<file path="src/hw/rtl/oss_pkg.sv">
// ----------------------------------------------------------------------------
// oss_pkg
// Shared types and constants for the ordered set store.
// ----------------------------------------------------------------------------
package oss_pkg;

	localparam int CAPACITY = 16;
	localparam int VALUE_W  = 32;
	localparam int CNT_W    = $clog2(CAPACITY + 1);
	localparam int COUNT_W  = 5;

	typedef enum logic [1:0] {
		CMD_ADD    = 2'd0,
		CMD_REMOVE = 2'd1,
		CMD_QUERY  = 2'd2,
		CMD_CLEAR  = 2'd3
	} cmd_t;

	typedef struct packed {
		logic wr;
		logic shift;
	} cell_ctl_t;

endpackage

</file>
<file path="src/hw/rtl/oss_cell.sv">
// ----------------------------------------------------------------------------
// oss_cell
// One slot of the store: compares, extends the match chain, shifts or loads.
// ----------------------------------------------------------------------------
module oss_cell (
	input  logic                          clk,
	input  logic signed [oss_pkg::VALUE_W-1:0] value,
	input  logic                          occupied,
	input  oss_pkg::cell_ctl_t            ctl,
	input  logic signed [oss_pkg::VALUE_W-1:0] next_value,
	input  logic                          prefix_in,
	output logic                          prefix_out,
	output logic signed [oss_pkg::VALUE_W-1:0] slot_value
);
	import oss_pkg::*;

	logic signed [VALUE_W-1:0] slot_q;
	logic                      match;

	assign match      = occupied && (slot_q == value);
	assign prefix_out = prefix_in | match;
	assign slot_value = slot_q;

	always_ff @(posedge clk) begin
		if (ctl.wr) begin
			slot_q <= value;
		end else if (ctl.shift && prefix_out) begin
			slot_q <= next_value;
		end
	end

endmodule

</file>
<file path="src/hw/rtl/ordered_set_store.sv">
// ----------------------------------------------------------------------------
// ordered_set_store
// Insertion-ordered set of distinct values held in a chain of slot cells.
// ----------------------------------------------------------------------------
// the result is registered and shows in the cycle after the input transfer
// throughput: one command per cycle while the result side takes transfers
// the match chain runs combinationally through all slot cells
// reset: arst_n clears the member count and the result valid at once
// slot contents are undefined after reset and need no clearing pass
module ordered_set_store (
	input  logic                               clk,
	input  logic                               arst_n,
	input  logic                               in_valid,
	output logic                               in_stall,
	input  logic [1:0]                         cmd,
	input  logic signed [oss_pkg::VALUE_W-1:0] value,
	output logic                               out_valid,
	input  logic                               out_stall,
	output logic                               hit,
	output logic                               overflow,
	output logic [oss_pkg::COUNT_W-1:0]        count
);
	import oss_pkg::*;

	logic                      out_valid_q;
	logic                      hit_q;
	logic                      overflow_q;
	logic [CNT_W-1:0]          count_q;
	logic [CNT_W-1:0]          count_next;

	logic                      accept;
	logic                      found;
	logic                      full;
	logic                      do_add;
	logic                      do_remove;
	logic                      res_hit;
	logic                      res_ovf;

	logic                      prefix [CAPACITY+1];
	logic signed [VALUE_W-1:0] slot_value [CAPACITY];
	cell_ctl_t                 ctl [CAPACITY];

	assign in_stall = out_valid_q && out_stall;
	assign accept   = in_valid && !in_stall;
	assign full     = (count_q == CNT_W'(CAPACITY));
	assign found    = prefix[CAPACITY];
	assign prefix[0] = 1'b0;

	always_comb begin
		do_add     = 1'b0;
		do_remove  = 1'b0;
		res_hit    = 1'b0;
		res_ovf    = 1'b0;
		count_next = count_q;
		unique case (cmd_t'(cmd))
			CMD_ADD: begin
				if (!found && !full) begin
					do_add     = accept;
					res_hit    = 1'b1;
					count_next = count_q + CNT_W'(1);
				end
				res_ovf = !found && full;
			end
			CMD_REMOVE: begin
				if (found) begin
					do_remove  = accept;
					res_hit    = 1'b1;
					count_next = count_q - CNT_W'(1);
				end
			end
			CMD_QUERY: begin
				res_hit = found;
			end
			CMD_CLEAR: begin
				count_next = '0;
			end
			default: begin
				count_next = count_q;
			end
		endcase
	end

	for (genvar i = 0; i < CAPACITY; i++) begin : g_cell
		logic signed [VALUE_W-1:0] nxt;

		if (i == CAPACITY - 1) begin : g_last
			assign nxt = slot_value[i];
		end else begin : g_mid
			assign nxt = slot_value[i+1];
		end

		assign ctl[i].wr    = do_add && (count_q == CNT_W'(i));
		assign ctl[i].shift = do_remove;

		oss_cell u_cell (
			.clk        (clk),
			.value      (value),
			.occupied   (CNT_W'(i) < count_q),
			.ctl        (ctl[i]),
			.next_value (nxt),
			.prefix_in  (prefix[i]),
			.prefix_out (prefix[i+1]),
			.slot_value (slot_value[i])
		);
	end

	always_ff @(posedge clk or negedge arst_n) begin
		if (!arst_n) begin
			count_q     <= '0;
			out_valid_q <= 1'b0;
		end else begin
			if (accept) begin
				count_q     <= count_next;
				out_valid_q <= 1'b1;
			end else if (!out_stall) begin
				out_valid_q <= 1'b0;
			end
		end
	end

	always_ff @(posedge clk) begin
		if (accept) begin
			hit_q      <= res_hit;
			overflow_q <= res_ovf;
		end
	end

	assign out_valid = out_valid_q;
	assign hit       = hit_q;
	assign overflow  = overflow_q;
	assign count     = COUNT_W'(count_q);

	a_count_range: assert property (@(posedge clk) disable iff (!arst_n)
		count_q <= CNT_W'(CAPACITY))
		else $error("member count beyond capacity");

	a_ovf_no_hit: assert property (@(posedge clk) disable iff (!arst_n)
		out_valid_q |-> !(hit_q && overflow_q))
		else $error("overflow and hit together");

	a_clear: assert property (@(posedge clk) disable iff (!arst_n)
		accept && (cmd == CMD_CLEAR) |=> count_q == '0)
		else $error("clear left members");

	a_add_grows: assert property (@(posedge clk) disable iff (!arst_n)
		do_add |=> count_q == $past(count_q) + CNT_W'(1))
		else $error("add did not grow count");

endmodule

</file>
<file path="config.mk">
export PLATFORM = sky130hd
export DESIGN_NAME = ordered_set_store
export DESIGN_NICKNAME = d
export VERILOG_FILES = /design/src/hw/rtl/oss_pkg.sv /design/src/hw/rtl/oss_cell.sv /design/src/hw/rtl/ordered_set_store.sv
export SDC_FILE = /design/constraint.sdc
export NUM_CORES = 1
export LEC_CHECK = 0
export ABC_AREA = 0
export BUFFER_PORTS_ARGS = -buffer_cell sky130_fd_sc_hd__buf_2
export CORE_MARGIN = 3
export CORE_UTILIZATION = 47
export DETAILED_ROUTE_END_ITERATION = 8
export GPL_ROUTABILITY_DRIVEN = 1
export GPL_TIMING_DRIVEN = 0
export PLACE_DENSITY = 0.66
export SYNTH_ARGS = -nofsm -noshare
export SYNTH_HDL_FRONTEND = slang
export SYNTH_HIERARCHICAL = 1
export SYNTH_SLANG_ARGS = --single-unit
</file>
<file path="constraint.sdc">
create_clock -name clk -period 17.5 [get_ports clk]
set_clock_uncertainty 0.15 [all_clocks]
set_input_delay 3.5 -clock clk [delete_from_list [all_inputs] [get_ports clk]]
set_output_delay 3.5 -clock clk [all_outputs]
set_load 0.01 [all_outputs]
</file>
==> reports/qor.yml <==
worst_setup_path:
  cp_top_family: "simple AND/OR/NAND/NOR gates"
  startpoint: "value[27]"
  crit_top_cell: "nand2b_1"
  cp-start-kind: "primary input"
  worstReg2RegStart: "count[4]"
  endpoint_kind: "register"
  cp.required_ns: 17.57
  critPathMaxStageDelay_ns: 0.58
  slowest_stage: "buf_2"
  critPathArrivalTime_ns: 9.98
  criticalPathCategory: "in -> reg"
  crit_path_max_fanout: 32
  critPathBufInv: 3
timing:
  rsz0062_at_grt: "false"
  slew_headroom_pct: 13.6
  fmax_mhz: 101
  worst_hold_slack_ns: 0.440
  hold_viol_final: 0
  period_needed_ns: 9.92
  min_period_over_period_pct: 56.7
  fin_tns_setup_ns: 0
  finalSetupViolCount: 0
  tightest_slew_ns: 1.30
  slew_viol_final: 0
floorplan:
  die_w_um: 253
  dieArea_mm2: 0.0639
  core.rowCount: 89
  ioPinCount: 47
  core_mm2: 0.0597
  start_util_pct: 48.0
  dieHeight_um: 253
power_and_ir_drop:
  leakage_nw: 9.64
  p_comb_share_pct: 9.6
  p_clk_share_pct: 38.8
  power_density_mw_per_mm2: 85.5
  peakVddDrop_uv: 66.9
  power.net_switching_w: 0.000640
  cell_internal_pwr_w: 0.00206
  power_frac_seq_pct: 51.6
  netSwitchingFraction_pct: 23.7
placement:
  place_congestion: 0.839
  dp_hpwl_um: 42700
  io_buffers: 46
routing:
  wl_per_cell_um: 19.4
  drt_iter0_markers: 733
  drc: 0
  totalWireLength_um: 57100
  antenna_left: 0
  viasPerCell: 5.42
  vias: 15955
  first_pass_iters: 5
layout:
  drive_above_1_share_pct: 33.5
  nNetsFinal: 2182
  layout_commonest_cell: "edfxtp_1"
  antennaDiodeCount: 0
  final_util_pct: 52.9
  fillerInstances: 4933
  area_growth_pct: 10.3
  mostFrequentLayoutCells: "edfxtp_1 (514), mux2_2 (513), xnor2_1 (432)"
status:
  outcome: "completed"
cts:
  ctsResizeCount: 0
  clk_pin_slew_ns: 0.06
  cts_tree: "built"
  post-cts-setup-buffers: 0
  h-tree-depth: 2
  clkSinkCount: 520
  cts_hold_buf: 0
  clock_latency_ns: 0.60
  cts-root-buf: "clkbuf_16"
  numCtsBuffers: 55
  clk_path_buf_depth: 3
yosys:
  netlist_instances: 2031
  ys_types: 48
  yosysSeqAreaShare_pct: 54.4
  synthArstFlopShare_pct: 1.15
  synth.cell_area_mm2: 0.0286
  synthTopCellsByArea: "edfxtp_1 (54%), mux2_2 (20%), xnor2_1 (13%)"
  yosysTopAreaCellShare_pct: 53.9
  synth-edff-count: 514
  syn_avg_cell_area_um2: 14.1
  yosysWarningCount: 6
  synth_top_area_cell: "edfxtp_1"
  ys_ff_latch: 520
  synth_ff_type: "edfxtp_1"
min_path:
  hold_class: "reg -> reg"
  hold_start: "g_cell[13].u_cell/slot_value[1]"
grt:
  antenna_found_initial: 0
  grt_pass1_vias: 16845
  grt_usage_pct: 17.9
  grt_max_degree: 49
  grt_pass1_wl_um: 90000
  grt_overflow: 0
job:
  drv_cap: 0
power by group through the flow:
stage	sequential, W	combinational, W	clock (W)
6_report	0.00139	0.000258	0.00105
5_1_grt	0.00140	0.000284	0.00113
4_1_cts	0.00139	0.000258	0.00107
3_5_place_dp	0.00142	0.000256	0
3_3_place_gp	0.00142	0.000247	0
2_1_floorplan	0.00142	0.000155	0
path summary, 6_finish.rpt:
kind	to	slack (ns)	cells past startpoint
setup / recovery	g_cell[14].u_cell/slot_value[28]	7.58	28
hold / removal	g_cell[12].u_cell/slot_value[1]	0.44	1
setup reg to reg	g_cell[14].u_cell/slot_value[28]	9.60	28
hold reg to reg	g_cell[12].u_cell/slot_value[1]	0.44	1
max in group asynchronous	count[4]	14.49	1
min in group asynchronous	out_valid	2.57	1
cells in the mapped netlist (all sizes together), types with 2 or more instances:
| cell | number |
|---|---|
| edfxtp | 514 |
| mux2 | 513 |
| xnor2 | 432 |
| nand4 | 112 |
| buf | 66 |
| nand2b | 50 |
| inv | 41 |
| nor2 | 38 |
| nor2b | 32 |
| xor2 | 32 |
| o21ai | 24 |
| a21oi | 22 |
| nand3 | 21 |
| nor3 | 19 |
| nand2 | 18 |
| a2111oi | 16 |
| nor4 | 16 |
| o2111ai | 16 |
| ha | 9 |
| dfrtp | 6 |
| clkbuf | 5 |
| nand3b | 4 |
| a31oi | 3 |
| a21boi | 2 |
| and3 | 2 |
| o21bai | 2 |
| or2 | 2 |
area by class of cell:
| cell class | instances | area [um2] | area share (%) |
|---|---|---|---|
| tap | 773 | 967 | 3.06 |
| clock buffer | 73 | 1490 | 4.71 |
| buffer | 71 | 352 | 1.11 |
| sequential | 520 | 15600 | 49.3 |
| multi-input combinational | 1400 | 12700 | 40.3 |
| clock inverter | 22 | 91.3 | 0.289 |
| timing repair buffer | 46 | 230 | 0.729 |
| inverter | 41 | 154 | 0.487 |
layer usage:
metal  wire [um]  GRT usage [%]  share of wire [%]  vias up
li1            -              -                  -     7777
met5           0              0                  0        -
met1       22600           20.2                 40     7837
met4        2270           7.25                4.0        0
met3        1720           2.78                3.0      112
met2       30500           33.6                 53      229
cells by family (layout without fill, tap and decap cells):
| kind of cell | after synthesis | in the layout | share of synthesized area [%] |
|---|---|---|---|
| adders and majority gates | 9 | 9 | 0.393 |
| other | 1 | 2 | 0.0131 |
| xor gates and xnor gates | 464 | 464 | 14.2 |
| and+or+nand+nor | 317 | 317 | 6.34 |
| DFF | 520 | 520 | 54.4 |
| buffers and inverters | 112 | 253 | 1.77 |
| muxes | 514 | 514 | 20.2 |
| AOI/OAI and AO/OA | 94 | 94 | 2.65 |
registers in the layout (all words and copies together) (netlist names):
register                  cells
out_valid                     1
g_cell.u_cell/slot_value    512
count                         5
hit                           1
overflow                      1
per-stage QoR:
stage | instance area [um2] | setup slack [ns] | std cells | total power [W]
floorplan | 28600 | 8.73 | 2032 | 0.00157
global placement | 29800 | 6.28 | 2851 | 0.00167
detailed placement | 30000 | 7.05 | 2851 | 0.00168
CTS | 31600 | 7.61 | 2946 | 0.00273
global route | 31600 | 7.06 | 2946 | 0.00281
finish | 31600 | 7.58 | 2946 | 0.00270
worst reg2reg max path: cells and delay by family, from the launching register on:
| kind | cells | cell delay (ns) |
|---|---|---|
| AO/OA/AOI/OAI | 4 | 1.26 |
| buffers and inverters | 3 | 0.84 |
| flip-flops | 1 | 0.52 |
| AND/OR/NAND/NOR | 21 | 4.73 |
Note: power is estimated with default switching activity, not from simulation.
